==> config.mk <==
export PLATFORM = sky130hd
export DESIGN_NAME = pvsr_root
export DESIGN_NICKNAME = d
export VERILOG_FILES = /design/src/assert_macros.svh /design/src/pvsr_pkg.sv /design/src/pvsr_root.sv
export SDC_FILE = /design/constraint.sdc
export NUM_CORES = 1
export LEC_CHECK = 0
export BUFFER_PORTS_ARGS = -buffer_cell sky130_fd_sc_hd__buf_2
export CORE_MARGIN = 5
export CORE_UTILIZATION = 60
export CTS_CLUSTER_DIAMETER = 120
export DETAILED_ROUTE_END_ITERATION = 8
export HOLD_SLACK_MARGIN = 0.1
export PLACE_DENSITY = 0.81
export SLEW_MARGIN = 10
export SYNTH_ARGS = -nofsm -noshare
export SYNTH_HDL_FRONTEND = slang
export SYNTH_SLANG_ARGS = --single-unit
==> constraint.sdc <==
create_clock -name clk -period 14.1 [get_ports clk]
set_input_delay 2.115 -clock clk [delete_from_list [all_inputs] [get_ports clk]]
set_output_delay 2.115 -clock clk [all_outputs]
set_load 0.02 [all_outputs]
==> src/assert_macros.svh <==
`ifndef ASSERT_MACROS_SVH
`define ASSERT_MACROS_SVH

// Checks sampled on clk, held off while rst_n is low.
`define PVSR_ASSERT(label, prop, msg) \
  label: assert property (@(posedge clk) disable iff (!rst_n) prop) else $error(msg);

// Condition that must never be seen at a clock edge.
`define PVSR_NEVER(label, expr, msg) \
  label: assert property (@(posedge clk) disable iff (!rst_n) !(expr)) else $error(msg);

`endif

==> src/pvsr_pkg.sv <==
package pvsr_pkg;

  localparam int CORDIC_STEPS_DEF = 16;
  localparam int MAG_BITS_DEF     = 16;
  localparam int ATAN_DEPTH       = 24;
  localparam int ROOT_ITERS       = 32;
  localparam int CNT_W            = 5;
  localparam int Z_W              = 34;
  localparam int ROOT_W           = 64;
  localparam int PRE_W            = 46;

  // CORDIC gain compensation, 1/K in Q30
  localparam logic [29:0] GAIN_Q30 = 30'd652032874;

  // atan(2^-i) in 2^32-per-turn units
  localparam logic [31:0] ATAN_TURNS [ATAN_DEPTH] = '{
    32'h20000000, 32'h12E4051E, 32'h09FB385B, 32'h051111D4, 32'h028B0D43, 32'h0145D7E1,
    32'h00A2F61E, 32'h00517C55, 32'h0028BE53, 32'h00145F2F, 32'h000A2F98, 32'h000517CC,
    32'h00028BE6, 32'h000145F3, 32'h0000A2FA, 32'h0000517D, 32'h000028BE, 32'h0000145F,
    32'h00000A30, 32'h00000518, 32'h0000028C, 32'h00000146, 32'h000000A3, 32'h00000051
  };

  // CORDIC x/y width: rotation needs MAG_BITS + 10, vectoring of the sums needs 36
  function automatic int cord_width(int mag_bits);
    return (mag_bits + 10 > 36) ? mag_bits + 10 : 36;
  endfunction

  typedef struct packed {
    logic [15:0] force_magnitude;
    logic [15:0] force_angle;
    logic        last_force;
  } in_t;

  typedef struct packed {
    logic signed [31:0] total_x;
    logic signed [31:0] total_y;
    logic [31:0]        resultant_magnitude;
    logic signed [15:0] resultant_angle;
    logic               sum_overflow;
  } out_t;

  typedef enum logic [1:0] {
    CORD_NOP,
    CORD_ROT_LOAD,
    CORD_VEC_LOAD,
    CORD_ITER
  } cord_op_t;

  typedef enum logic [2:0] {
    ROOT_NOP,
    ROOT_LOAD,
    ROOT_ADD,
    ROOT_ITER,
    ROOT_FIN
  } root_op_t;

  typedef enum logic [1:0] {
    MUL_NOP,
    MUL_SQ_X,
    MUL_SQ_Y
  } mul_op_t;

  typedef struct packed {
    cord_op_t         cord_op;
    root_op_t         root_op;
    mul_op_t          mul_op;
    logic             take_in;
    logic             accum;
    logic             emit;
    logic [CNT_W-1:0] iter;
  } ctrl_t;

  typedef struct packed {
    logic in_valid;
    logic last;
    logic out_busy;
  } stat_t;

endpackage

==> src/pvsr_root.sv <==
module pvsr_root (
  input  logic                        clk,
  input  pvsr_pkg::ctrl_t             ctrl,
  input  logic [pvsr_pkg::ROOT_W-1:0] din,
  output logic [31:0]                 root
);
  import pvsr_pkg::*;

  localparam logic [ROOT_W-1:0] BIT_TOP = ROOT_W'(1) << (ROOT_W - 2);

  logic [ROOT_W-1:0] n_r, n_nxt, res_r, res_nxt, bit_r, bit_nxt;
  logic [ROOT_W-1:0] trial;

  // bit-pair restoring square root, one result bit per step
  always_comb begin
    trial   = res_r + bit_r;
    n_nxt   = n_r;
    res_nxt = res_r;
    bit_nxt = bit_r;
    unique case (ctrl.root_op)
      ROOT_NOP: ;
      ROOT_LOAD: n_nxt = din;
      ROOT_ADD: begin
        n_nxt   = n_r + din;
        res_nxt = '0;
        bit_nxt = BIT_TOP;
      end
      ROOT_ITER: begin
        if (n_r >= trial) begin
          n_nxt   = n_r - trial;
          res_nxt = (res_r >> 1) + bit_r;
        end else begin
          res_nxt = res_r >> 1;
        end
        bit_nxt = bit_r >> 2;
      end
      ROOT_FIN: begin
        // round to nearest; remainder above root means the half is passed
        if (n_r > res_r) begin
          res_nxt = res_r + 1'b1;
        end
      end
      default: ;
    endcase
  end

  always_ff @(posedge clk) begin
    n_r   <= n_nxt;
    res_r <= res_nxt;
    bit_r <= bit_nxt;
  end

  assign root = res_r[31:0];

endmodule

# == After elaboration in Yosys (flattened, before gate mapping) ==
# Cells that the tools add are included.
# word_totals
register_bits,192
latch_bits,0
mem_bits_rw,0
romBits,0
inputBits,80
output_inout_bits,32
mem_count,0
# classes
addsub,5
n_mul,0
div,0
n_lt_le_gt_ge,2
eq_ne,6
shift,0
n_mux,6
n_bitwise,0
reduce_logical,5
# op_table
operator,count
64-bit one-hot mux with 3 select lines,2
64-bit 2-to-1 mux,3
64-bit adder,2
64-bit one-hot mux with 2 select lines,1
63-bit by 64-bit adder with 64-bit output,1
"64-bit by 1-bit adder with 64-bit output, second input constant",1
64-bit >= comparator,1
64-bit > comparator,1
64-bit subtractor,1
"3-bit by 2-bit == test with 1-bit output, second input constant",2
3-bit nonzero test,2
"2-bit != test, second input constant",2
2-bit AND reduction,2
"3-bit by 1-bit == test with 1-bit output, second input constant",1
"3-bit == test, second input constant",1
2-bit nonzero test,1

# == Logic depth before layout (Yosys ltp) ==
# logic_depth
ltp_word,4
depth_mapped,29
depth_no_buf,27

# == Least setup slack after synthesis ==
# No wires, ideal clock.
# synth_path
kind,flip-flop to flip-flop
start,reg res_r[0]
end,"reg n_r[0], enable pin"
setup_ps,565
arrival_ps,9533
t_required_ps,13535
path_slack_ps,4002
path_stages_with_launch,25
path_buffers,3
period_less_slack_ps,10098
path_cell_list,edfxtp_1 -> ha_1 -> ha_1 -> a21o_1 -> a31oi_1 -> o21ai_1 -> a31o_2 -> o211ai_1 -> a2111oi_0 -> or3_1 -> a21oi_1 -> o21ai_1 -> a22oi_1 -> xor2_1 -> ha_1 -> clkbuf_1 -> nand2_1 -> or3_1 -> or3_1 -> o21ai_1 -> a21oi_1 -> buf_2 -> buf_2 -> and3_1 -> nor3_1
# synth_between
elab_chain_cells,4
# synth_lines
element,line_no,rtl
from (decl),pvsr_root.sv:11,"logic [ROOT_W-1:0] n_r, n_nxt, res_r, res_nxt, bit_r, bit_nxt;"
from (signal assigned),pvsr_root.sv:49,res_r <= res_nxt;
64-bit adder,pvsr_root.sv:16,trial = res_r + bit_r;
64-bit >= comparator,pvsr_root.sv:29,if (n_r >= trial) begin
2-bit != test (no line),--,
2-bit AND reduction (no line),--,
to (signal assigned),pvsr_root.sv:48,n_r <= n_nxt;
to (decl),pvsr_root.sv:11,
# Every way passes these cells.
# A chain may end at the register's enable or synchronous reset.

# == Worst setup path after layout ==
# layout_path
start,reg res_r[0]
end,"reg n_r[1], enable pin"
# Same word-level chain as after synthesis.

==> run_results.csv <==
group,metric,value,unit
grt,grt_pass1_vias,19520,
floorplanning,io_pins,112,
grt,grt_max_degree,88,
grt,antenna_found_initial,0,
yosys,yosys.area_share.simple,19.47,%
timing,hold_viol,0,
pwr,combPwrFrac,49.3,%
clock_network,cts-resized-gates,0,
pwr,power.internal,1.284,mW
floorplanning,coreArea,36350,µm²
critical_path,worstPathRequired,14.18,ns
yosys,postSynthCellCount,2750,
routing,dr.pass1.iters,5,
yosys,synthAdderAreaFrac,14.93,%
critical_path,reg2regPathDepth,23,
clock_network,clock-sinks,160,
clock_network,clkTransAtPathRegs,0.07,ns
clock_network,clk_latency,0.46,ns
timing,min_period,7.519,ns
clock_network,postCtsHoldBufs,0,
pwr,p_clk_share,21.8,%
yosys,yosys-top-cells-area,"edfxtp_1 22%, ha_1 15%, xnor2_1 8.7%",
yosys,yosys.cell_types.count,92,
grt,grt-ovfl-total,0,
clock_network,root_buffer,"clkbuf_16",
yosys,synth_edf_count,160,
critical_path,crit_path_end_kind,"register",
yosys,synth_top_family_by_area,"compound AO/OA/AOI/OAI gates",
clock_network,cts_setup_buffers,0,
critical_path,crit_path_end,"n_r[1]",
routing,first_iter_violations,2374,
floorplanning,die_x,201,µm
routing,avgViaCountPerCell,6.735,
yosys,synthFlopType,"edfxtp_1",
yosys,synth_seq_cells,160,
placement,dp_hpwl,52.64,mm
timing,max-slew-margin-rel,33.99,%
yosys,ys_seq_area_share,21.95,%
yosys,synth_compound_gate_area_share,25.93,%
floorplanning,start_util,60.22,%
outcome,status,"complete, no violations",
pwr,power_density,98.16,nW/µm²
critical_path,ff2ff_setup_slack,6.58,ns
clock_network,htree_levels,4,
yosys,synth_top_area_cell,"edfxtp_1",
clock_network,clk_path_buf_depth,2,
critical_path,reg2reg_to,"n_r[1]",
routing,drcViolationCount,0,
timing,final.setup.tns,0,ns
timing,period_share,53.32,%
finish,drive_gt1_share,7.124,%
finish,nNetsFinal,3051,
yosys,synth_xor_area_share,11.56,%
placement,io_buffer_count,99,
finish,postLayoutCoreUtil,62.98,%
floorplanning,fp.dieH,201,µm
yosys,synth.area.mux_share,0.5945,%
critical_path,worstPathArrival,7.60,ns
timing,slew_violations,0,
pwr,peakVddDrop,0.1057,mV
grt,grt_pass1_wl,106.5,mm
routing,vias,21490,
yosys,ys_warn_count,0,
placement,gp_congestion,0.9814,
clock_network,cts_made_buffers,17,
finish,n_fill_cell,3107,
pwr,switchingPower,0.9629,mW
yosys,async_reset_ff_share,0,%
timing,whs,0.6327,ns
routing,drt_wl_total,67.88,mm
critical_path,r2r_start,"res_r[0]",
yosys,syn_area_per_cell,7.959,µm²
timing,max_clock_freq,0.1330,GHz
critical_path,critPathLaunchType,"register",
critical_path,worstPathMaxFanout,87,
timing,final-setup-viol-count,0,
grt,grtUsageTotal,32.05,%
timing,skew,0.01212,ns
clock_network,cts_tree,"yes",
critical_path,critPathLaunch,"res_r[0]",
routing,antenna_left,0,
floorplanning,dieArea,40400,µm²
routing,wl_per_cell,21.27,µm
timing,worstMarginPinSlew,0.9901,ns
yosys,synth.net_count,3090,
finish,num_antenna_cells,0,
finish,syn2layout_area_growth,4.585,%
yosys,syn_area,21890,µm²
floorplanning,rows,70,
critical_path,path_class,"register to register",
pwr,p_seq_share,28.9,%
pwr,sw_frac_of_total,42.85,%
hold_path,worstHoldPathType,"register to register",
yosys,yosysTopAreaCellShare,21.95,%
pwr,p_leak,9.392,nW
timing,rsz0062_at_grt,"false",
flow_run,maxCapViolCount,0,
[worst min path at each step]
stage,startpoint,endpoint,slack [ns],cells past startpoint
after floorplan,bit_r[30],bit_r[28],0.58,1
after global placement,bit_r[62],bit_r[60],0.61,1
after detailed placement,bit_r[62],bit_r[60],0.61,1
after CTS,bit_r[62],bit_r[60],0.63,1
after global routing,bit_r[62],bit_r[60],0.67,1
final,bit_r[62],bit_r[60],0.63,1
[metrics by stage]
| step | power (mW) | cell area, µm² | setup slack (ns) | std cells |
|---|---|---|---|---|
| after floorplan | 1.462 | 21890 | 4.002 | 2750 |
| after global placement | 1.696 | 22300 | 6.794 | 3160 |
| after detailed placement | 1.725 | 22300 | 6.659 | 3160 |
| after CTS | 2.218 | 22890 | 6.605 | 3191 |
| after global routing | 2.378 | 22890 | 6.095 | 3191 |
| final | 2.247 | 22890 | 6.581 | 3191 |
[logic make-up after synthesis]
group / Yosys count
compound gates: 894
flops: 160
xor+xnor: 289
fa+ha+maj: 260
buf+inv: 281
mux: 13
simple gates: 853
[cells in the final DEF (no fill, tap or decap), drive strengths merged, types with 40 or more instances in the layout]
cell type / count
a21oi: 247
ha: 258
nand4: 83
a22oi: 40
buf: 112
a31oi: 56
edfxtp: 160
nand3: 67
inv: 113
a21o: 104
xnor2: 218
nor2: 200
o22ai: 59
nor3: 53
o21ai: 181
xor2: 71
and3: 62
nand2: 241
[cells in the mapped netlist (all sizes together) (67+ instances only)]
master	instances
nor2	200
xor2	71
a21oi	247
ha	258
nand2	241
nand4	83
inv	108
clkbuf	110
xnor2	218
o21ai	181
edfxtp	160
nand3	67
a21o	104
[layer usage]
| metal | GRT usage, % | vias up | wire length, µm |
|---|---|---|---|
| met2 | 46.34 | 1147 | 27920 |
| li1 | - | 10140 | - |
| met3 | 6.010 | 103 | 7737 |
| met4 | 7.301 | 0 | 1276 |
| met5 | 0 | - | 0 |
| met1 | 49.38 | 10110 | 30940 |
[flip-flops by register name, indices dropped and copies added (netlist names)]
register,cells
res_r,64
n_r,64
bit_r,32
[area by class of cell]
type	instances	area, µm²	share of cell area (%)
clock inverter	13	160.2	0.6996
multi-input combinational	2309	15900	69.47
timing repair buffer	112	593.1	2.591
tap	468	585.6	2.558
inverter	111	416.7	1.820
clock buffer	18	429.2	1.875
sequential	160	4805	20.99
[power groups by stage]
stage	Combinational (mW)	Sequential (mW)	Clock, mW
finish	1.11	0.650	0.489
global route	1.21	0.653	0.513
CTS	1.08	0.644	0.494
detailed placement	1.07	0.654	0
global placement	1.04	0.652	0
floorplan	0.849	0.613	0
[worst max-delay path, stage by stage, from the launching register on]
cell and delay [ns]:
edfxtp_1 0.52, ha_1 0.28, ha_1 0.22, a21o_1 0.19, a31oi_1 0.27, o21ai_1 0.14
a31o_2 0.29, o211ai_1 0.25, a2111oi_0 0.19, or3_1 0.42, a21oi_1 0.24, o21ai_1 0.17
a22oi_1 0.45, xor2_1 0.16, ha_1 0.44, nand2_1 0.13, or3_1 0.40, or3_1 0.40
o21ai_1 0.28, a21oi_4 0.08, buf_4 0.33, and3_1 0.34, nor3_2 0.11, buf_4 0.70
Power figures use the tool's default switching activity.
