$ cat src/assert_macros.svh
`ifndef ASSERT_MACROS_SVH
`define ASSERT_MACROS_SVH

// Checks sampled on clk, held off while rst_n is low.
`define PVSR_ASSERT(label, prop, msg) \
  label: assert property (@(posedge clk) disable iff (!rst_n) prop) else $error(msg);

// Condition that must never be seen at a clock edge.
`define PVSR_NEVER(label, expr, msg) \
  label: assert property (@(posedge clk) disable iff (!rst_n) !(expr)) else $error(msg);

`endif

$ cat src/pvsr_pkg.sv
package pvsr_pkg;

  localparam int CORDIC_STEPS_DEF = 16;
  localparam int MAG_BITS_DEF     = 16;
  localparam int ATAN_DEPTH       = 24;
  localparam int ROOT_ITERS       = 32;
  localparam int CNT_W            = 5;
  localparam int Z_W              = 34;
  localparam int ROOT_W           = 64;
  localparam int PRE_W            = 46;

  // CORDIC gain compensation, 1/K in Q30
  localparam logic [29:0] GAIN_Q30 = 30'd652032874;

  // atan(2^-i) in 2^32-per-turn units
  localparam logic [31:0] ATAN_TURNS [ATAN_DEPTH] = '{
    32'h20000000, 32'h12E4051E, 32'h09FB385B, 32'h051111D4, 32'h028B0D43, 32'h0145D7E1,
    32'h00A2F61E, 32'h00517C55, 32'h0028BE53, 32'h00145F2F, 32'h000A2F98, 32'h000517CC,
    32'h00028BE6, 32'h000145F3, 32'h0000A2FA, 32'h0000517D, 32'h000028BE, 32'h0000145F,
    32'h00000A30, 32'h00000518, 32'h0000028C, 32'h00000146, 32'h000000A3, 32'h00000051
  };

  // CORDIC x/y width: rotation needs MAG_BITS + 10, vectoring of the sums needs 36
  function automatic int cord_width(int mag_bits);
    return (mag_bits + 10 > 36) ? mag_bits + 10 : 36;
  endfunction

  typedef struct packed {
    logic [15:0] force_magnitude;
    logic [15:0] force_angle;
    logic        last_force;
  } in_t;

  typedef struct packed {
    logic signed [31:0] total_x;
    logic signed [31:0] total_y;
    logic [31:0]        resultant_magnitude;
    logic signed [15:0] resultant_angle;
    logic               sum_overflow;
  } out_t;

  typedef enum logic [1:0] {
    CORD_NOP,
    CORD_ROT_LOAD,
    CORD_VEC_LOAD,
    CORD_ITER
  } cord_op_t;

  typedef enum logic [2:0] {
    ROOT_NOP,
    ROOT_LOAD,
    ROOT_ADD,
    ROOT_ITER,
    ROOT_FIN
  } root_op_t;

  typedef enum logic [1:0] {
    MUL_NOP,
    MUL_SQ_X,
    MUL_SQ_Y
  } mul_op_t;

  typedef struct packed {
    cord_op_t         cord_op;
    root_op_t         root_op;
    mul_op_t          mul_op;
    logic             take_in;
    logic             accum;
    logic             emit;
    logic [CNT_W-1:0] iter;
  } ctrl_t;

  typedef struct packed {
    logic in_valid;
    logic last;
    logic out_busy;
  } stat_t;

endpackage

$ cat src/pvsr_useq.sv
module pvsr_useq #(
  parameter int CORDIC_STEPS = pvsr_pkg::CORDIC_STEPS_DEF
) (
  input  logic            clk,
  input  logic            rst_n,
  input  pvsr_pkg::stat_t stat,
  output pvsr_pkg::ctrl_t ctrl
);
  import pvsr_pkg::*;

  localparam int UPC_W = 4;

  typedef logic [UPC_W-1:0] upc_t;

  typedef enum logic [2:0] {
    JMP_NONE,
    JMP_ALWAYS,
    JMP_NO_ACCEPT,
    JMP_CORD_LOOP,
    JMP_ROOT_LOOP,
    JMP_NOT_LAST,
    JMP_OUT_BUSY
  } jump_t;

  typedef struct packed {
    cord_op_t cord_op;
    root_op_t root_op;
    mul_op_t  mul_op;
    logic     take_in;
    logic     accum;
    logic     emit;
    jump_t    jump;
    upc_t     target;
  } uword_t;

  localparam upc_t U_WAIT      = 4'd0;
  localparam upc_t U_ROT_LOAD  = 4'd1;
  localparam upc_t U_ROT_ITER  = 4'd2;
  localparam upc_t U_ACCUM     = 4'd3;
  localparam upc_t U_SQ_X      = 4'd4;
  localparam upc_t U_SQ_Y      = 4'd5;
  localparam upc_t U_SQ_SUM    = 4'd6;
  localparam upc_t U_VEC_ITER  = 4'd7;
  localparam upc_t U_ROOT_ITER = 4'd8;
  localparam upc_t U_ROOT_FIN  = 4'd9;
  localparam upc_t U_OUT_WAIT  = 4'd10;
  localparam upc_t U_EMIT      = 4'd11;

  function automatic uword_t ucode(upc_t addr);
    uword_t w;
    w = '{cord_op: CORD_NOP, root_op: ROOT_NOP, mul_op: MUL_NOP, take_in: 1'b0,
          accum: 1'b0, emit: 1'b0, jump: JMP_NONE, target: U_WAIT};
    unique case (addr)
      U_WAIT: begin
        w.take_in = 1'b1;
        w.jump    = JMP_NO_ACCEPT;
        w.target  = U_WAIT;
      end
      U_ROT_LOAD: w.cord_op = CORD_ROT_LOAD;
      U_ROT_ITER: begin
        w.cord_op = CORD_ITER;
        w.jump    = JMP_CORD_LOOP;
        w.target  = U_ROT_ITER;
      end
      U_ACCUM: begin
        w.accum  = 1'b1;
        w.jump   = JMP_NOT_LAST;
        w.target = U_WAIT;
      end
      U_SQ_X: begin
        w.mul_op  = MUL_SQ_X;
        w.cord_op = CORD_VEC_LOAD;
      end
      U_SQ_Y: begin
        w.mul_op  = MUL_SQ_Y;
        w.root_op = ROOT_LOAD;
      end
      U_SQ_SUM: w.root_op = ROOT_ADD;
      U_VEC_ITER: begin
        w.cord_op = CORD_ITER;
        w.jump    = JMP_CORD_LOOP;
        w.target  = U_VEC_ITER;
      end
      U_ROOT_ITER: begin
        w.root_op = ROOT_ITER;
        w.jump    = JMP_ROOT_LOOP;
        w.target  = U_ROOT_ITER;
      end
      U_ROOT_FIN: w.root_op = ROOT_FIN;
      U_OUT_WAIT: begin
        w.jump   = JMP_OUT_BUSY;
        w.target = U_OUT_WAIT;
      end
      U_EMIT: begin
        w.emit   = 1'b1;
        w.jump   = JMP_ALWAYS;
        w.target = U_WAIT;
      end
      default: begin
        w.jump   = JMP_ALWAYS;
        w.target = U_WAIT;
      end
    endcase
    return w;
  endfunction

  upc_t             upc_r, upc_nxt;
  logic [CNT_W-1:0] cnt_r, cnt_nxt;
  uword_t           uw;
  logic             taken;
  logic             looping;

  always_comb begin
    uw = ucode(upc_r);
    unique case (uw.jump)
      JMP_NONE:      taken = 1'b0;
      JMP_ALWAYS:    taken = 1'b1;
      JMP_NO_ACCEPT: taken = !stat.in_valid;
      JMP_CORD_LOOP: taken = (cnt_r != CNT_W'(CORDIC_STEPS - 1));
      JMP_ROOT_LOOP: taken = (cnt_r != CNT_W'(ROOT_ITERS - 1));
      JMP_NOT_LAST:  taken = !stat.last;
      JMP_OUT_BUSY:  taken = stat.out_busy;
      default:       taken = 1'b0;
    endcase
    // loop counter runs only while a loop word jumps back, so each loop starts at 0
    looping = taken && (uw.jump == JMP_CORD_LOOP || uw.jump == JMP_ROOT_LOOP);
    upc_nxt = taken ? uw.target : upc_r + 1'b1;
    cnt_nxt = looping ? cnt_r + 1'b1 : '0;
  end

  always_ff @(posedge clk) begin
    if (!rst_n) begin
      upc_r <= U_WAIT;
      cnt_r <= '0;
    end else begin
      upc_r <= upc_nxt;
      cnt_r <= cnt_nxt;
    end
  end

  always_comb begin
    ctrl.cord_op = uw.cord_op;
    ctrl.root_op = uw.root_op;
    ctrl.mul_op  = uw.mul_op;
    ctrl.take_in = uw.take_in;
    ctrl.accum   = uw.accum;
    ctrl.emit    = uw.emit;
    ctrl.iter    = cnt_r;
  end

endmodule

$ cat config.mk
export PLATFORM = sky130hd
export DESIGN_NAME = pvsr_useq
export DESIGN_NICKNAME = d
export VERILOG_FILES = /design/src/assert_macros.svh /design/src/pvsr_pkg.sv /design/src/pvsr_useq.sv
export SDC_FILE = /design/constraint.sdc
export NUM_CORES = 1
export LEC_CHECK = 0
export BUFFER_PORTS_ARGS = -buffer_cell sky130_fd_sc_hd__clkbuf_2
export CORE_MARGIN = 1
export CORE_UTILIZATION = 45
export CTS_BUF_LIST = sky130_fd_sc_hd__clkbuf_4
export CTS_CLUSTER_DIAMETER = 60
export DETAILED_ROUTE_END_ITERATION = 12
export PLACE_DENSITY = 0.7
export SYNTH_ARGS = -nofsm -noshare
export SYNTH_HDL_FRONTEND = slang
export SYNTH_SLANG_ARGS = --single-unit
$ cat constraint.sdc
create_clock -name clk -period 3.65 [get_ports clk]
set_clock_uncertainty 0.2 [all_clocks]
set_input_delay 0.1825 -clock clk [delete_from_list [all_inputs] [get_ports clk]]
set_output_delay 0.1825 -clock clk [all_outputs]
set_load 0.01 [all_outputs]
# Yosys cells after proc, flatten, opt, wreduce, memory -nomap -nowiden
# Index checks and enable logic that the tools add are counted.
dict set report word_totals {
  reg_bits 9
  in_bits 5
}
dict set report classes {
  addsub 2
  eq_ne 19
  mux 9
  reduce_logical 8
}
# operator count
set op_table {}
lappend op_table {{7-bit one-hot mux with 7 select lines} 1}
lappend op_table {{4-bit by 3-bit equality test with 1-bit output (second input constant)} 4}
lappend op_table {{4-bit equality test (second input constant)} 4}
lappend op_table {{3-bit one-hot mux with 4 select lines} 1}
lappend op_table {{3-bit equality test (second input constant)} 3}
lappend op_table {{4-bit by 2-bit equality test with 1-bit output (second input constant)} 2}
lappend op_table {{3-bit by 2-bit equality test with 1-bit output (second input constant)} 2}
lappend op_table {{1-bit one-hot mux with 6 select lines} 1}
lappend op_table {{2-bit one-hot mux with 3 select lines} 1}
lappend op_table {{5-bit by 1-bit adder with 5-bit output (second input constant)} 1}
lappend op_table {{5-bit by 4-bit != test with 1-bit output (second input constant)} 1}
lappend op_table {{5-bit != test (second input constant)} 1}
lappend op_table {{5-bit OR reduction} 1}
lappend op_table {{4-bit by 1-bit adder with 4-bit output (second input constant)} 1}
lappend op_table {{4-bit by 1-bit equality test with 1-bit output (second input constant)} 1}
lappend op_table {{4-bit zero test} 1}
lappend op_table {{4-bit 2-to-1 mux} 1}
lappend op_table {{2-bit one-hot mux with 2 select lines} 1}
lappend op_table {{3-bit by 1-bit equality test with 1-bit output (second input constant)} 1}
lappend op_table {{1-bit 2-to-1 mux} 3}
lappend op_table {{1-bit zero test} 2}
lappend op_table {{2-bit AND reduction} 1}
lappend op_table {{2-bit OR reduction} 1}
lappend op_table {{1-bit logical AND} 1}
lappend op_table {{1-bit logical OR} 1}

# Logic depth before layout (Yosys ltp)
dict set report depth {
  depth_word 7
  ltp_mapped 8
}

# Worst setup path before layout
# No wires, ideal clock.
dict set report synth_path {
  path_kind {register -> register}
  startpoint {register upc_r[0]}
  endpoint {register upc_r[1]}
  setup_ns 0.072
  t_arrival_ns 1.762
  required_time_ns 3.378
  slack_ns 1.617
  path_stages_with_launch 8
  n_path_buf 0
  cell_sequence {dfxtp_1 -> inv_1 -> ha_1 -> and4bb_4 -> xnor2_2 -> a41oi_2 -> a21oi_2 -> mux2i_1}
}
dict set report synth_via {
  elab_chain_cells 6
  elab_cells_between_ends 22
  cone_classes {1 x add/sub; 16 x eq/ne; 3 x mux; 2 x reduce/logical}
}
# element line_no
set synth_lines {}
lappend synth_lines {{start: declaration} pvsr_useq.sv:107} ;# upc_t upc_r, upc_nxt;
lappend synth_lines {{start signal: assignment} pvsr_useq.sv:136} ;# upc_r <= upc_nxt;
lappend synth_lines {{4-bit by 3-bit equality test with 1-bit output, or another cell as far along} pvsr_useq.sv:53} ;# unique case (addr)
lappend synth_lines {{5-bit OR reduction (no source line)} -}
lappend synth_lines {{7-bit one-hot mux with 7 select lines} pvsr_useq.sv:53}
lappend synth_lines {{3-bit equality test, or another cell as far along} pvsr_useq.sv:115} ;# unique case (uw.jump)
lappend synth_lines {{1-bit one-hot mux with 6 select lines} pvsr_useq.sv:115}
lappend synth_lines {{4-bit 2-to-1 mux (*)} pvsr_useq.sv:127} ;# upc_nxt = taken ? uw.target : upc_r + 1'b1;
# Every way passes the cells marked *; elsewhere a longest branch is shown, timed or not.
# A chain may end at the register's enable or synchronous reset.

# Final worst setup path
dict set report layout_path {
  startpoint {register upc_r[0]}
  endpoint {register upc_r[0]}
}
# The elaborated chain is that of the path after synthesis.

==> impl_results.md <==
* Outcome: finished, final reports clean
* Count of final max-slew check failures at 0
* RSZ-0062 raised after global routing: no
* Worst-path maximum fanout at 8
* Worst-Margin Slew at 0.499 ns
* Fin nets at 112
* Routed wire length at 1420 um
* Sequential cell area at 180 sq um
* Rows at 14
* Final GP Congestion at 0.812
* Post-Syn Area at 718 sq um
* Mapped Nets at 92
* Setup crit end kind: register
* R2R depth at 7
* Post-DP HPWL at 1070 um
* Synth area leader: dfxtp_1
* Startpoint Class: register
* Clk slew on worst S/H paths at 0.06 ns
* CP arrival at 2.16 ns
* Die height at 42.0 um
* Clk root buf: clkbuf_4
* Clock power frac at 19.9%
* # Max-Cap Violations at 0
* CTS tree: done
* Die Wd at 42.0 um
* Post-cts hold buffer count at 0
* CTS max path bufs at 2
* Lkg Pwr at 0.373 nW
* Ys async rst share at 0%
* Reg2reg start: upc_r[0]
* Minimum clock period at 2.22 ns
* Diodes inserted at 0
* Switching power at 0.172 mW
* Layout filler cell count at 135
* Post-synth EDFFs at 0
* Top delay family on crit path: compound AO/OA/AOI/OAI gates
* FF-to-FF setup slack at 1.43 ns
* Slowest cell on crit path: and4bb_4
* Post-cts sizing count at 0
* Number of H-tree levels at 1
* Multi-input logic area at 492 sq um
* DP Area at 806 sq um
* TritonCTS buffer count at 3
* Vias per cell at 5.51
* Global route overflow at 0
* Area grow syn2layout at 16.4%
* Top cells by count, synth: dfxtp_1 (9), nor3_1 (8), ha_1 (5), inv_1 (5), nand2_1 (5)
* Seq pwr share at 28.5%
* Core Region at 1510 sq um
* Layout Cell Area excl Fill at 836 sq um
* TritonRoute pass-1 iters at 4
* Synth Instances at 82
* GRT Overall Usage at 17.4%
* Via count of the first global-routing pass at 524
* Share of post-route cells with drive strength above 1 at 29.7%
* Worst skew pair latency at 0.26 ns
* Synth top area cells: dfxtp_1 (25%), ha_1 (8.7%), nor3_1 (5.6%)
* RR Endpoint: upc_r[0]
* Max VDD drop at 330 uV
* Switching Fraction at 41.5%
* Setup_tns at 0 ns
* Top cell type's share of synthesized area at 25.1%
* Max Clk Rate at 0.449 GHz
* Count leader, synth: dfxtp_1
* CP Class: register to register
* Hold depth at 3
* Crit path largest cell delay at 0.40 ns
* Starting DRT DRC Count at 9
* Initial antenna violation count at 0
* Final Hold Vio Count at 0
* Hold path endpoint: upc_r[1]
* Int Power at 0.242 mW
* Slew margin rel. at 66.7%
* Final Cycle Share at 61.0%
* Cell chain of the critical path: inv_1 > ha_1 > and4bb_4 > xnor2_2 > a41oi_2 > o2111ai_1 > o31ai_1
* Full die area at 1760 sq um
* Hold path start: rst_n
* Distinct cells, synth at 36
* Total number of vias at 645
* Largest net degree at the start of global routing at 17
* Predominant post-synthesis flop cell: dfxtp_1
* Wire per inst at 12.1 um
* Starting density of the core at 47.7%
* Total setup buffers inserted after CTS at 0
* Post-DRT Antenna Nets at 0
* IO Port Bufs at 19
* Req. time, crit path at 3.58 ns
* Critical path buffers and inverters at 1
* I/O pins at 20
* First-pass GRT wire length at 2300 um
* Total power at 0.414 mW
* Power Dens Cells at 495 nW/um^2
* Clock sinks at 9
* Setup violators final at 0
* Combinational Power Share at 51.6%
* Register area share after synthesis at 25.1%
* Post-Syn Area per Cell at 8.76 sq um
* Drc violations at 0
* Seq cells post-synth at 9
* Hold Crit Class: input pin to register
* Synth Warn # at 0
==> registers in the layout, indices dropped and copies added (netlist names) <==
signal	cells
upc_r	4
cnt_r	5
==> power groups by stage <==
stage / combinational (mW) / sequential [mW] / clock (mW)
global placement: 0.211 / 0.119 / 0
detailed placement: 0.212 / 0.120 / 0
finish: 0.213 / 0.118 / 0.0824
global route: 0.237 / 0.120 / 0.0919
floorplan: 0.173 / 0.117 / 0
CTS: 0.214 / 0.118 / 0.0867
==> worst reg2reg max path, stage by stage, from the launching register on <==
cell and delay (ns):
dfxtp_1 0.39, inv_1 0.08, ha_1 0.29, and4bb_4 0.40, xnor2_2 0.12, a41oi_2 0.17
o2111ai_1 0.33, o31ai_1 0.12
==> through the flow <==
| step | cells | worst slack, ns | hold slack [ns] | utilization, % |
|---|---|---|---|---|
| 2_1_floorplan | 82 | 1.62 | 0.121 | - |
| 3_3_place_gp | 113 | 1.46 | 0.275 | 53.5 |
| 3_5_place_dp | 113 | 1.43 | 0.288 | 53.5 |
| 4_1_cts | 117 | 1.42 | 0.00697 | 55.5 |
| 5_1_grt | 117 | 1.26 | 0.0433 | 55.5 |
| 6_report | 117 | 1.43 | 0.0168 | 55.5 |
==> cells in the final DEF (no fill, tap or decap), types with 2 or more instances in the layout <==
cell / count
a211oi_1: 2
a21o_1: 3
a21oi_1: 2
and2_1: 4
clkbuf_2: 19
clkbuf_4: 4
dfxtp_1: 9
ha_1: 5
inv_1: 5
nand2_1: 5
nand2b_1: 3
nand3_1: 3
nor2_1: 2
nor2b_1: 3
nor3_1: 8
xnor2_1: 2
xor2_1: 3
==> area by class of cell <==
class | count | area share (%)
Clock buffer | 4 | 3.59
Inverter | 5 | 2.25
Multi-Input combinational cell | 64 | 58.8
Sequential cell | 9 | 21.6
Tap cell | 16 | 2.40
Timing Repair Buffer | 19 | 11.4
==> routing by layer <==
layer | global-route usage, % | routed length [um] | vias to the layer above
li1 | - | - | 334
met1 | 24.5 | 733 | 289
met2 | 22.8 | 586 | 18
met3 | 3.04 | 61 | 4
met4 | 13.5 | 36 | 0
met5 | 0 | 0 | -
==> cell families after synthesis <==
family | Yosys count | share of synthesized area [%]
AND/OR/NAND/NOR | 33 | 27.5
AO/OA/AOI/OAI | 19 | 22.5
buffers and inverters | 9 | 6.45
flip-flops | 9 | 25.1
XOR/XNOR | 6 | 8.36
adder cells (fa/ha/maj) | 5 | 8.71
multiplexers | 1 | 1.39
==> worst max path at each step <==
stage	startpoint	end	slack, ns	cells past startpoint
5_1_grt	upc_r[0]	upc_r[1]	1.26	7
3_3_place_gp	upc_r[0]	upc_r[0]	1.46	7
4_1_cts	upc_r[0]	upc_r[0]	1.42	7
2_1_floorplan	upc_r[0]	upc_r[1]	1.62	7
6_report	upc_r[0]	upc_r[0]	1.43	7
3_5_place_dp	upc_r[0]	upc_r[0]	1.43	7
Note: power is estimated with default switching activity, not from simulation.
