<file path="src/assert_macros.svh">
`ifndef ASSERT_MACROS_SVH
`define ASSERT_MACROS_SVH

// Checks sampled on clk, held off while rst_n is low.
`define PVSR_ASSERT(label, prop, msg) \
  label: assert property (@(posedge clk) disable iff (!rst_n) prop) else $error(msg);

// Condition that must never be seen at a clock edge.
`define PVSR_NEVER(label, expr, msg) \
  label: assert property (@(posedge clk) disable iff (!rst_n) !(expr)) else $error(msg);

`endif

</file>
<file path="src/pvsr_pkg.sv">
package pvsr_pkg;

  localparam int CORDIC_STEPS_DEF = 16;
  localparam int MAG_BITS_DEF     = 16;
  localparam int ATAN_DEPTH       = 24;
  localparam int ROOT_ITERS       = 32;
  localparam int CNT_W            = 5;
  localparam int Z_W              = 34;
  localparam int ROOT_W           = 64;
  localparam int PRE_W            = 46;

  // CORDIC gain compensation, 1/K in Q30
  localparam logic [29:0] GAIN_Q30 = 30'd652032874;

  // atan(2^-i) in 2^32-per-turn units
  localparam logic [31:0] ATAN_TURNS [ATAN_DEPTH] = '{
    32'h20000000, 32'h12E4051E, 32'h09FB385B, 32'h051111D4, 32'h028B0D43, 32'h0145D7E1,
    32'h00A2F61E, 32'h00517C55, 32'h0028BE53, 32'h00145F2F, 32'h000A2F98, 32'h000517CC,
    32'h00028BE6, 32'h000145F3, 32'h0000A2FA, 32'h0000517D, 32'h000028BE, 32'h0000145F,
    32'h00000A30, 32'h00000518, 32'h0000028C, 32'h00000146, 32'h000000A3, 32'h00000051
  };

  // CORDIC x/y width: rotation needs MAG_BITS + 10, vectoring of the sums needs 36
  function automatic int cord_width(int mag_bits);
    return (mag_bits + 10 > 36) ? mag_bits + 10 : 36;
  endfunction

  typedef struct packed {
    logic [15:0] force_magnitude;
    logic [15:0] force_angle;
    logic        last_force;
  } in_t;

  typedef struct packed {
    logic signed [31:0] total_x;
    logic signed [31:0] total_y;
    logic [31:0]        resultant_magnitude;
    logic signed [15:0] resultant_angle;
    logic               sum_overflow;
  } out_t;

  typedef enum logic [1:0] {
    CORD_NOP,
    CORD_ROT_LOAD,
    CORD_VEC_LOAD,
    CORD_ITER
  } cord_op_t;

  typedef enum logic [2:0] {
    ROOT_NOP,
    ROOT_LOAD,
    ROOT_ADD,
    ROOT_ITER,
    ROOT_FIN
  } root_op_t;

  typedef enum logic [1:0] {
    MUL_NOP,
    MUL_SQ_X,
    MUL_SQ_Y
  } mul_op_t;

  typedef struct packed {
    cord_op_t         cord_op;
    root_op_t         root_op;
    mul_op_t          mul_op;
    logic             take_in;
    logic             accum;
    logic             emit;
    logic [CNT_W-1:0] iter;
  } ctrl_t;

  typedef struct packed {
    logic in_valid;
    logic last;
    logic out_busy;
  } stat_t;

endpackage

</file>
<file path="src/pvsr_cordic.sv">
module pvsr_cordic #(
  parameter int  MAG_BITS = pvsr_pkg::MAG_BITS_DEF,
  localparam int CW       = pvsr_pkg::cord_width(MAG_BITS)
) (
  input  logic                       clk,
  input  pvsr_pkg::ctrl_t            ctrl,
  input  logic [pvsr_pkg::PRE_W-1:0] pre_prod,
  input  logic [15:0]                angle_in,
  input  logic signed [31:0]         vec_x,
  input  logic signed [31:0]         vec_y,
  output logic signed [CW-1:0]       rot_x,
  output logic signed [CW-1:0]       rot_y,
  output logic signed [15:0]         vec_angle
);
  import pvsr_pkg::*;

  localparam int SH = 38 - MAG_BITS;
  localparam int QS = MAG_BITS - 8;
  localparam logic [PRE_W-1:0] PRE_RND = PRE_W'(1) << (37 - MAG_BITS);

  logic signed [CW-1:0]  x_r, x_nxt, y_r, y_nxt;
  logic signed [Z_W-1:0] z_r, z_nxt;
  logic                  vec_mode_r, vec_mode_nxt;
  logic                  zero_r, zero_nxt;
  logic [PRE_W-1:0]      pre_rnd;
  logic [CW-1:0]         x_mag;
  logic signed [CW-1:0]  vx, vy, dx, dy;
  logic signed [Z_W-1:0] at;
  logic                  fold;
  logic                  sigma;
  logic [31:0]           z_rnd;

  always_comb begin
    pre_rnd = pre_prod + PRE_RND;
    x_mag   = CW'(pre_rnd >> SH);
    // second and third quadrant: rotate by half a turn, start from -x
    fold    = angle_in[15] ^ angle_in[14];
    vx      = CW'(vec_x);
    vy      = CW'(vec_y);
    dx      = y_r >>> ctrl.iter;
    dy      = x_r >>> ctrl.iter;
    if (ctrl.iter < CNT_W'(ATAN_DEPTH)) begin
      at = signed'(Z_W'(ATAN_TURNS[ctrl.iter]));
    end else begin
      at = '0;
    end
    sigma = vec_mode_r ? y_r[CW-1] : !z_r[Z_W-1];

    x_nxt        = x_r;
    y_nxt        = y_r;
    z_nxt        = z_r;
    vec_mode_nxt = vec_mode_r;
    zero_nxt     = zero_r;
    unique case (ctrl.cord_op)
      CORD_NOP: ;
      CORD_ROT_LOAD: begin
        x_nxt        = fold ? -signed'(x_mag) : signed'(x_mag);
        y_nxt        = '0;
        z_nxt        = {{(Z_W - 32){angle_in[14]}}, angle_in[14], angle_in[14:0], 16'h0000};
        vec_mode_nxt = 1'b0;
      end
      CORD_VEC_LOAD: begin
        if (vec_x[31]) begin
          x_nxt = -vx;
          y_nxt = -vy;
          z_nxt = signed'(Z_W'(32'h8000_0000));
        end else begin
          x_nxt = vx;
          y_nxt = vy;
          z_nxt = '0;
        end
        zero_nxt     = (vec_x == '0) && (vec_y == '0);
        vec_mode_nxt = 1'b1;
      end
      CORD_ITER: begin
        if (sigma) begin
          x_nxt = x_r - dx;
          y_nxt = y_r + dy;
          z_nxt = z_r - at;
        end else begin
          x_nxt = x_r + dx;
          y_nxt = y_r - dy;
          z_nxt = z_r + at;
        end
      end
    endcase
  end

  always_ff @(posedge clk) begin
    x_r        <= x_nxt;
    y_r        <= y_nxt;
    z_r        <= z_nxt;
    vec_mode_r <= vec_mode_nxt;
    zero_r     <= zero_nxt;
  end

  // round to Q8.8, half up, floor shift
  if (QS == 0) begin : g_q_plain
    assign rot_x = x_r;
    assign rot_y = y_r;
  end else begin : g_q_round
    localparam logic signed [CW-1:0] QRND = signed'(CW'(1) << (QS - 1));
    assign rot_x = (x_r + QRND) >>> QS;
    assign rot_y = (y_r + QRND) >>> QS;
  end

  assign z_rnd     = z_r[31:0] + 32'h0000_8000;
  assign vec_angle = zero_r ? '0 : signed'(z_rnd[31:16]);

endmodule

</file>
<file path="config.mk">
export PLATFORM = sky130hd
export DESIGN_NAME = pvsr_cordic
export DESIGN_NICKNAME = d
export VERILOG_FILES = /design/src/assert_macros.svh /design/src/pvsr_pkg.sv /design/src/pvsr_cordic.sv
export SDC_FILE = /design/constraint.sdc
export NUM_CORES = 1
export LEC_CHECK = 0
export BUFFER_PORTS_ARGS = -buffer_cell sky130_fd_sc_hd__buf_4
export CAP_MARGIN = 20
export CORE_MARGIN = 3
export CORE_UTILIZATION = 35
export DETAILED_ROUTE_END_ITERATION = 8
export PLACE_DENSITY = 0.6
export SYNTH_ARGS = -nofsm -noshare
export SYNTH_HDL_FRONTEND = slang
export SYNTH_SLANG_ARGS = --single-unit
</file>
<file path="constraint.sdc">
create_clock -name clk -period 6.25 [get_ports clk]
set_input_delay 0.3125 -clock clk [delete_from_list [all_inputs] [get_ports clk]]
set_output_delay 0.3125 -clock clk [all_outputs]
set_load 0.02 [all_outputs]
</file>
## Word level (Yosys, flattened, before mapping)

Memory sizes are Yosys's and may differ from the RTL's.
Index checks and enable logic that the tools add are counted.

| word-level totals | value |
|---|---|
| register bits after elaboration | 108 |
| bits in read-only memories | 1024 |
| input bits | 142 |
| output and inout bits | 88 |
| logic and storage cells | 50 |
| memories kept | 1 |

| cells by class | value |
|---|---|
| add/sub/neg operators | 13 |
| $lt $le $gt $ge | 2 |
| eq/ne operators | 3 |
| shift operators | 2 |
| muxes and demuxes | 16 |
| bitwise logic cells | 2 |
| reductions and logical operators | 6 |

Memories:

| memory | depth | width | rd ports | clocked after memory_dff | write ports | RTL line | RTL |
|---|---|---|---|---|---|---|---|
| (no name shown) | 32 | 32 | 1 | 0 | 0 | pvsr_cordic.sv:43 | `at = signed'(Z_W'(ATAN_TURNS[ctrl.iter]));` |

Operators by type and width:

| operator | count |
|---|---|
| $pmux 36 s3 | 2 |
| $mux 36 | 5 |
| $mux 32 | 4 |
| $pmux 34 s3 | 1 |
| $add 36x36->36 | 2 |
| $add 36x9->36 const B | 2 |
| $neg 32->36 | 2 |
| $sshr 36x5->36 | 2 |
| $sub 36x36->36 | 2 |
| $logic_not 32->1 | 2 |
| $add 46x22->46 const B | 1 |
| $neg 24->36 | 1 |
| $add 34x33->34 | 1 |
| $mux 34 | 1 |
| $sub 34x33->34 | 1 |
| $add 32x16->32 const B | 1 |
| $mux 16 | 1 |
| $ge 6x6->1 const B | 1 |
| $not 5->6 | 1 |
| $lt 5x5->1 const B | 1 |
| $eq 2x2->1 const B | 2 |
| $reduce_bool 3->1 | 1 |
| $eq 2x1->1 const B | 1 |
| $pmux 1 s2 | 1 |
| other kinds (5) | 5 |

## Longest topological paths before layout

| depth | value |
|---|---|
| depth in word-level cells | 8 |
| gate-level depth with buffers | 30 |
| depth with buffers taken out | 23 |

## Worst setup path before layout

No wires, ideal clock.

| timing | value |
|---|---|
| path type | input port to flip-flop |
| from | input ctrl[1] (netlist name) |
| to | register x_r[29], data pin |
| setup time | 0.261 ns |
| arrival | 5.856 ns |
| data required time | 5.989 ns |
| path slack | 0.133 ns |
| stages on the path | 29 |
| path buffers | 7 |
| cells stage by stage | buf_4 -> buf_2 -> buf_2 -> buf_2 -> buf_2 -> buf_2 -> mux4_2 -> a32oi_1 -> o21ai_0 -> nor2_1 -> ha_1 -> inv_1 -> nor3_1 -> nand4_1 -> nor4_4 -> a31oi_1 -> xnor2_1 -> ha_1 -> clkbuf_1 -> a211oi_1 -> o211ai_1 -> a311o_1 -> a211o_1 -> a31o_2 -> o21ai_0 -> a21boi_0 -> nor2_1 -> xnor2_1 -> a221o_1 |

| on the way | value |
|---|---|
| cells in the longest elaborated chain, start to end | 4 |
| elaborated cells between the ends (all ways) | 5 |
| those cells by class | add/sub (2); shift (1); mux (2) |

RTL lines:

| what | RTL line | RTL |
|---|---|---|
| from (decl) | pvsr_cordic.sv:6 | `input pvsr_pkg::ctrl_t ctrl,` |
| $sshr 36x5->36 * | pvsr_cordic.sv:40 | `dx = y_r >>> ctrl.iter;` |
| $add 36x36->36 or $sub 36x36->36 (tied branches) | pvsr_cordic.sv:81, pvsr_cordic.sv:77 |  |
| $mux 36 * | pvsr_cordic.sv:76 | `if (sigma) begin` |
| $pmux 36 s3 * | pvsr_cordic.sv:54 | `unique case (ctrl.cord_op)` |
| net x_nxt[29] | pvsr_cordic.sv:21 | `logic signed [CW-1:0] x_r, x_nxt, y_r, y_nxt;` |
| to (signal assigned) | pvsr_cordic.sv:90 | `x_r <= x_nxt;` |
| to (decl) | pvsr_cordic.sv:21 |  |

The timed path passes the listed nets; every way through them passes the cells marked *.
A chain may end at the register's enable or synchronous reset.

## Final worst setup path

| timing | value |
|---|---|
| from | register y_r[27] |
| to | register x_r[29], data pin |

| on the way | value |
|---|---|
| cells in the longest elaborated chain, start to end | 4 |
| elaborated cells between the ends (all ways) | 5 |
| those cells by class | add/sub (2); shift (1); mux (2) |

RTL lines:

| what | RTL line | RTL |
|---|---|---|
| from (decl) | pvsr_cordic.sv:21 |  |
| from (signal assigned) | pvsr_cordic.sv:91 | `y_r <= y_nxt;` |
| $sshr 36x5->36 * | pvsr_cordic.sv:40 |  |
| $add 36x36->36 or $sub 36x36->36 (tied branches) | pvsr_cordic.sv:81, pvsr_cordic.sv:77 |  |
| $mux 36 * | pvsr_cordic.sv:76 |  |
| $pmux 36 s3 * | pvsr_cordic.sv:54 |  |
| net x_nxt[29] | pvsr_cordic.sv:21 |  |

Marks and branches as above.

==> key figures <==
Route
  • Final WL: 94,000 µm
  • Routed via count: 23,700
  • Final ANT Viol Nets: 0
  • TritonRoute pass-1 iters: 7
  • Vias per Instance: 5.99
  • Per-cell routed wire length: 23.7 µm
  • DRC: 0
  • 1st-iter DRT viols: 2,372

Setup path
  • Most used cell, CP: buf_4
  • Critical-path cell list: buf_4 -> buf_4 -> mux2_2 -> mux4_2 -> a222oi_1 -> and3b_1 -> nand4b_1 -> or2_1 -> nor2_4 -> buf_4 -> a31oi_1 -> xor2_1 -> o21ai_0 -> buf_4 -> ha_1 -> a21oi_1 -> nand2_1 -> a211o_1 -> a31o_2 -> o21ai_0 -> a21boi_0 -> nor2_1 -> xnor2_1 -> a221o_1
  • RR Endpoint: x_r[29]
  • CP startpoint: y_r[27]
  • Max FO, Critical Path: 8
  • Critical Path End: x_r[29]
  • CP Data Arrival Time: 6.14 ns
  • Slowest-stage cell, CP: mux4_2
  • Bufs and invs on worst path: 4
  • Worst Path Required: 6.41 ns
  • R2R Setup Slk: 0.26 ns
  • Cells on worst reg2reg path: 24
  • Delay-heaviest family, CP: compound AO/OA/AOI/OAI gates
  • Largest incremental delay on the critical path: 0.51 ns
  • CP startpoint kind: flop
  • Critical Path Stages: 24
  • FF-to-FF Start: y_r[27]
  • Setup crit end kind: flop
  • Setup CP Type: flop to flop

Place
  • Number of port buffers: 200
  • Gpl congestion: 1.04
  • Cell count after placement: 3,932
  • Dpl hpwl: 76,000 µm

Finish
  • FILL cells: 6,300
  • Most frequent cells in the layout: buf_4 (572), nand2_1 (273), xnor2_1 (218), o21ai_0 (204), nor2_1 (189)
  • Reg area: 0.00324 mm²
  • Share of cells above drive strength 1: 0.249
  • Multi-input gate area: 0.0174 mm²
  • Nets: 3,386
  • Commonest non-fill, non-tap cell in the layout: buf_4
  • P&R area growth vs syn: 22.8%
  • Final non-filler cell total: 3,960

Logic synthesis
  • Complex-gate fraction of the synthesized area: 0.239
  • Number of synthesized flops with an enable pin: 108
  • Synth Area in Adders: 0.0737
  • Simple-gate share of the synthesized area: 0.198
  • Largest family of logic cells by synthesized area: compound AO/OA/AOI/OAI gates
  • Mapped Nets: 3,005
  • Main synth FF type: edfxtp_1
  • Register area share after synthesis: 0.148
  • Post-synthesis xor/xnor area fraction: 0.139
  • Synth unique cells: 94
  • Multiplexer share of the synthesized area: 0.144
  • Yosys reg bits: 108
  • Syn Std Cell Area: 0.0219 mm²
  • Mapped Cells: 2,736
  • Async set-reset flop share out of synthesis: 0
  • Yosys warnings: 0
  • Avg Inst Size Synth: 7.99 µm²

Die
  • Die Y-Extent: 256 µm
  • Horiz. Die Dim: 256 µm
  • Starting Density: 0.354
  • Num rows: 91
  • Die area: 0.0655 mm²
  • Ports: 230
  • Core Region: 0.0617 mm²

Timing
  • Maximum clock rate: 167 MHz
  • RSZ-0062 raised after global routing: no
  • Setup TNS Final: 0 ns
  • Slew Viols, Final: 0
  • Clk_skew: 0.0190 ns
  • Slew HR: 0.268
  • Tcrit/Tclk final: 0.958
  • Final hold vios: 0
  • Finish-stage setup viols: 0
  • Worst-Margin Slew: 1.10 ns
  • Crit path time final: 5.99 ns

GRT
  • Initial antenna violation count: 0
  • First-pass GRT wire length: 141,000 µm
  • Tot GR Track Use: 0.277
  • Largest net degree at the start of global routing: 63
  • Total grt overflow: 0
  • Number of global-route vias before repair: 22,700

CTS
  • Maximum clock path buffer count: 2
  • CTS tree: yes
  • Clock Latency Late Sink: 0.42 ns
  • Clk slew on worst S/H paths: 0.09 ns
  • Cts hold-fix bufs: 0
  • Root buffer cell: clkbuf_16
  • Num CTS Buffers: 9
  • CTS Sinks: 108
  • CTS H-tree lvls: 3

Hold path
  • Worst hold path type: primary input to flop
  • Hold path startpoint: angle_in[1]

Power and ir drop
  • VDD IR-drop max: 241 µV
  • Pwr/cell area: 551 mW/mm²
  • Cell leakage power: 11.1 nW

Outcome
  • Status: completed

Job
  • Max Cap Viol: 0
## report_power, final
part           internal, mW  leakage (nW)  switching [mW]
sequential             1.21          1.15           0.577
clock                 0.317         0.145           0.337
combinational          5.74          9.82            6.62
## worst min-delay path, stage by stage
cell and delay (ns):
buf_4 0.08, nand2_1 0.04, o31ai_1 0.05
## worst min path at each step
stage / cells past startpoint / end / slack (ns)
after floorplan: 2 / z_r[17] / 0.50
after global placement: 3 / z_r[19] / 0.59
after detailed placement: 3 / z_r[28] / 0.60
after CTS: 3 / z_r[21] / 0.15
after global routing: 3 / z_r[16] / 0.18
final: 3 / z_r[17] / 0.17
## logic make-up (layout without fill, tap and decap cells)
group / count (synthesis) / count (layout)
AND/OR/NAND/NOR: 876 / 876
XOR/XNOR: 348 / 348
multiplexers: 211 / 211
flip-flops: 108 / 108
adder cells (fa/ha/maj): 127 / 127
AO/OA/AOI/OAI: 787 / 787
other: 0 / 1
buffers and inverters: 279 / 665
## registers in the layout (all words and copies together), names as in the netlist
signal / cells
x_r: 36
vec_mode_r: 1
y_r: 36
zero_r: 1
z_r: 34
## metal layers
metal / share of wire / global-route usage
met3: 0.075 / 0.0451
met2: 0.45 / 0.438
met1: 0.44 / 0.384
met5: 0 / 0
met4: 0.031 / 0.0889
## cell type report
class	count	area share
clock buffer	10	0.00853
multi-input combinational	2349	0.648
timing repair buffer	589	0.172
tap	837	0.0390
antenna	1	0.0000932
inverter	60	0.00848
clock inverter	6	0.00266
sequential	108	0.121
## synthesized netlist by cell type (18+ instances only)
master	count	area share
a211oi_1	24	0.0082
a21o_1	55	0.019
a21oi_1	160	0.037
a22oi_1	24	0.0082
a31oi_1	33	0.0094
and2_1	21	0.0060
and3_1	41	0.012
buf_1	24	0.0041
buf_2	36	0.0082
buf_4	23	0.0079
clkbuf_1	126	0.022
edfxtp_1	108	0.15
ha_1	124	0.071
inv_1	58	0.010
mux2_2	41	0.021
mux2i_1	91	0.042
mux4_2	78	0.080
nand2_1	273	0.047
nand2b_1	34	0.0097
nand3_1	74	0.017
nand4_1	30	0.0086
nor2_1	190	0.033
nor2b_1	27	0.0077
nor3_1	46	0.011
nor4_1	25	0.0072
o211ai_1	18	0.0062
o21a_1	20	0.0069
o21ai_0	204	0.047
o221ai_1	20	0.0080
o22ai_1	21	0.0060
o31ai_1	37	0.013
or3_1	27	0.0077
xnor2_1	218	0.087
xor2_1	130	0.052
## through the flow
step / utilization / worst slack [ns] / area [µm²] / hold WS (ns) / power, mW
final: 0.435 / 0.264 / 26900 / 0.168 / 14.8
after global routing: 0.435 / 0.00570 / 26900 / 0.176 / 15.9
after CTS: 0.434 / 0.136 / 26800 / 0.149 / 14.6
after detailed placement: 0.429 / 0.0307 / 26500 / 0.596 / 13.8
after global placement: 0.429 / 0.141 / 26500 / 0.593 / 13.7
after floorplan: - / 0.133 / 21900 / 0.498 / 9.11
## timing repair
action | in CTS | in global routing
resized for setup | 0 | 2
endpoints found under the setup margin | 0 | 3
buffers inserted | 0 | 11
Power figures use the tool's default switching activity.
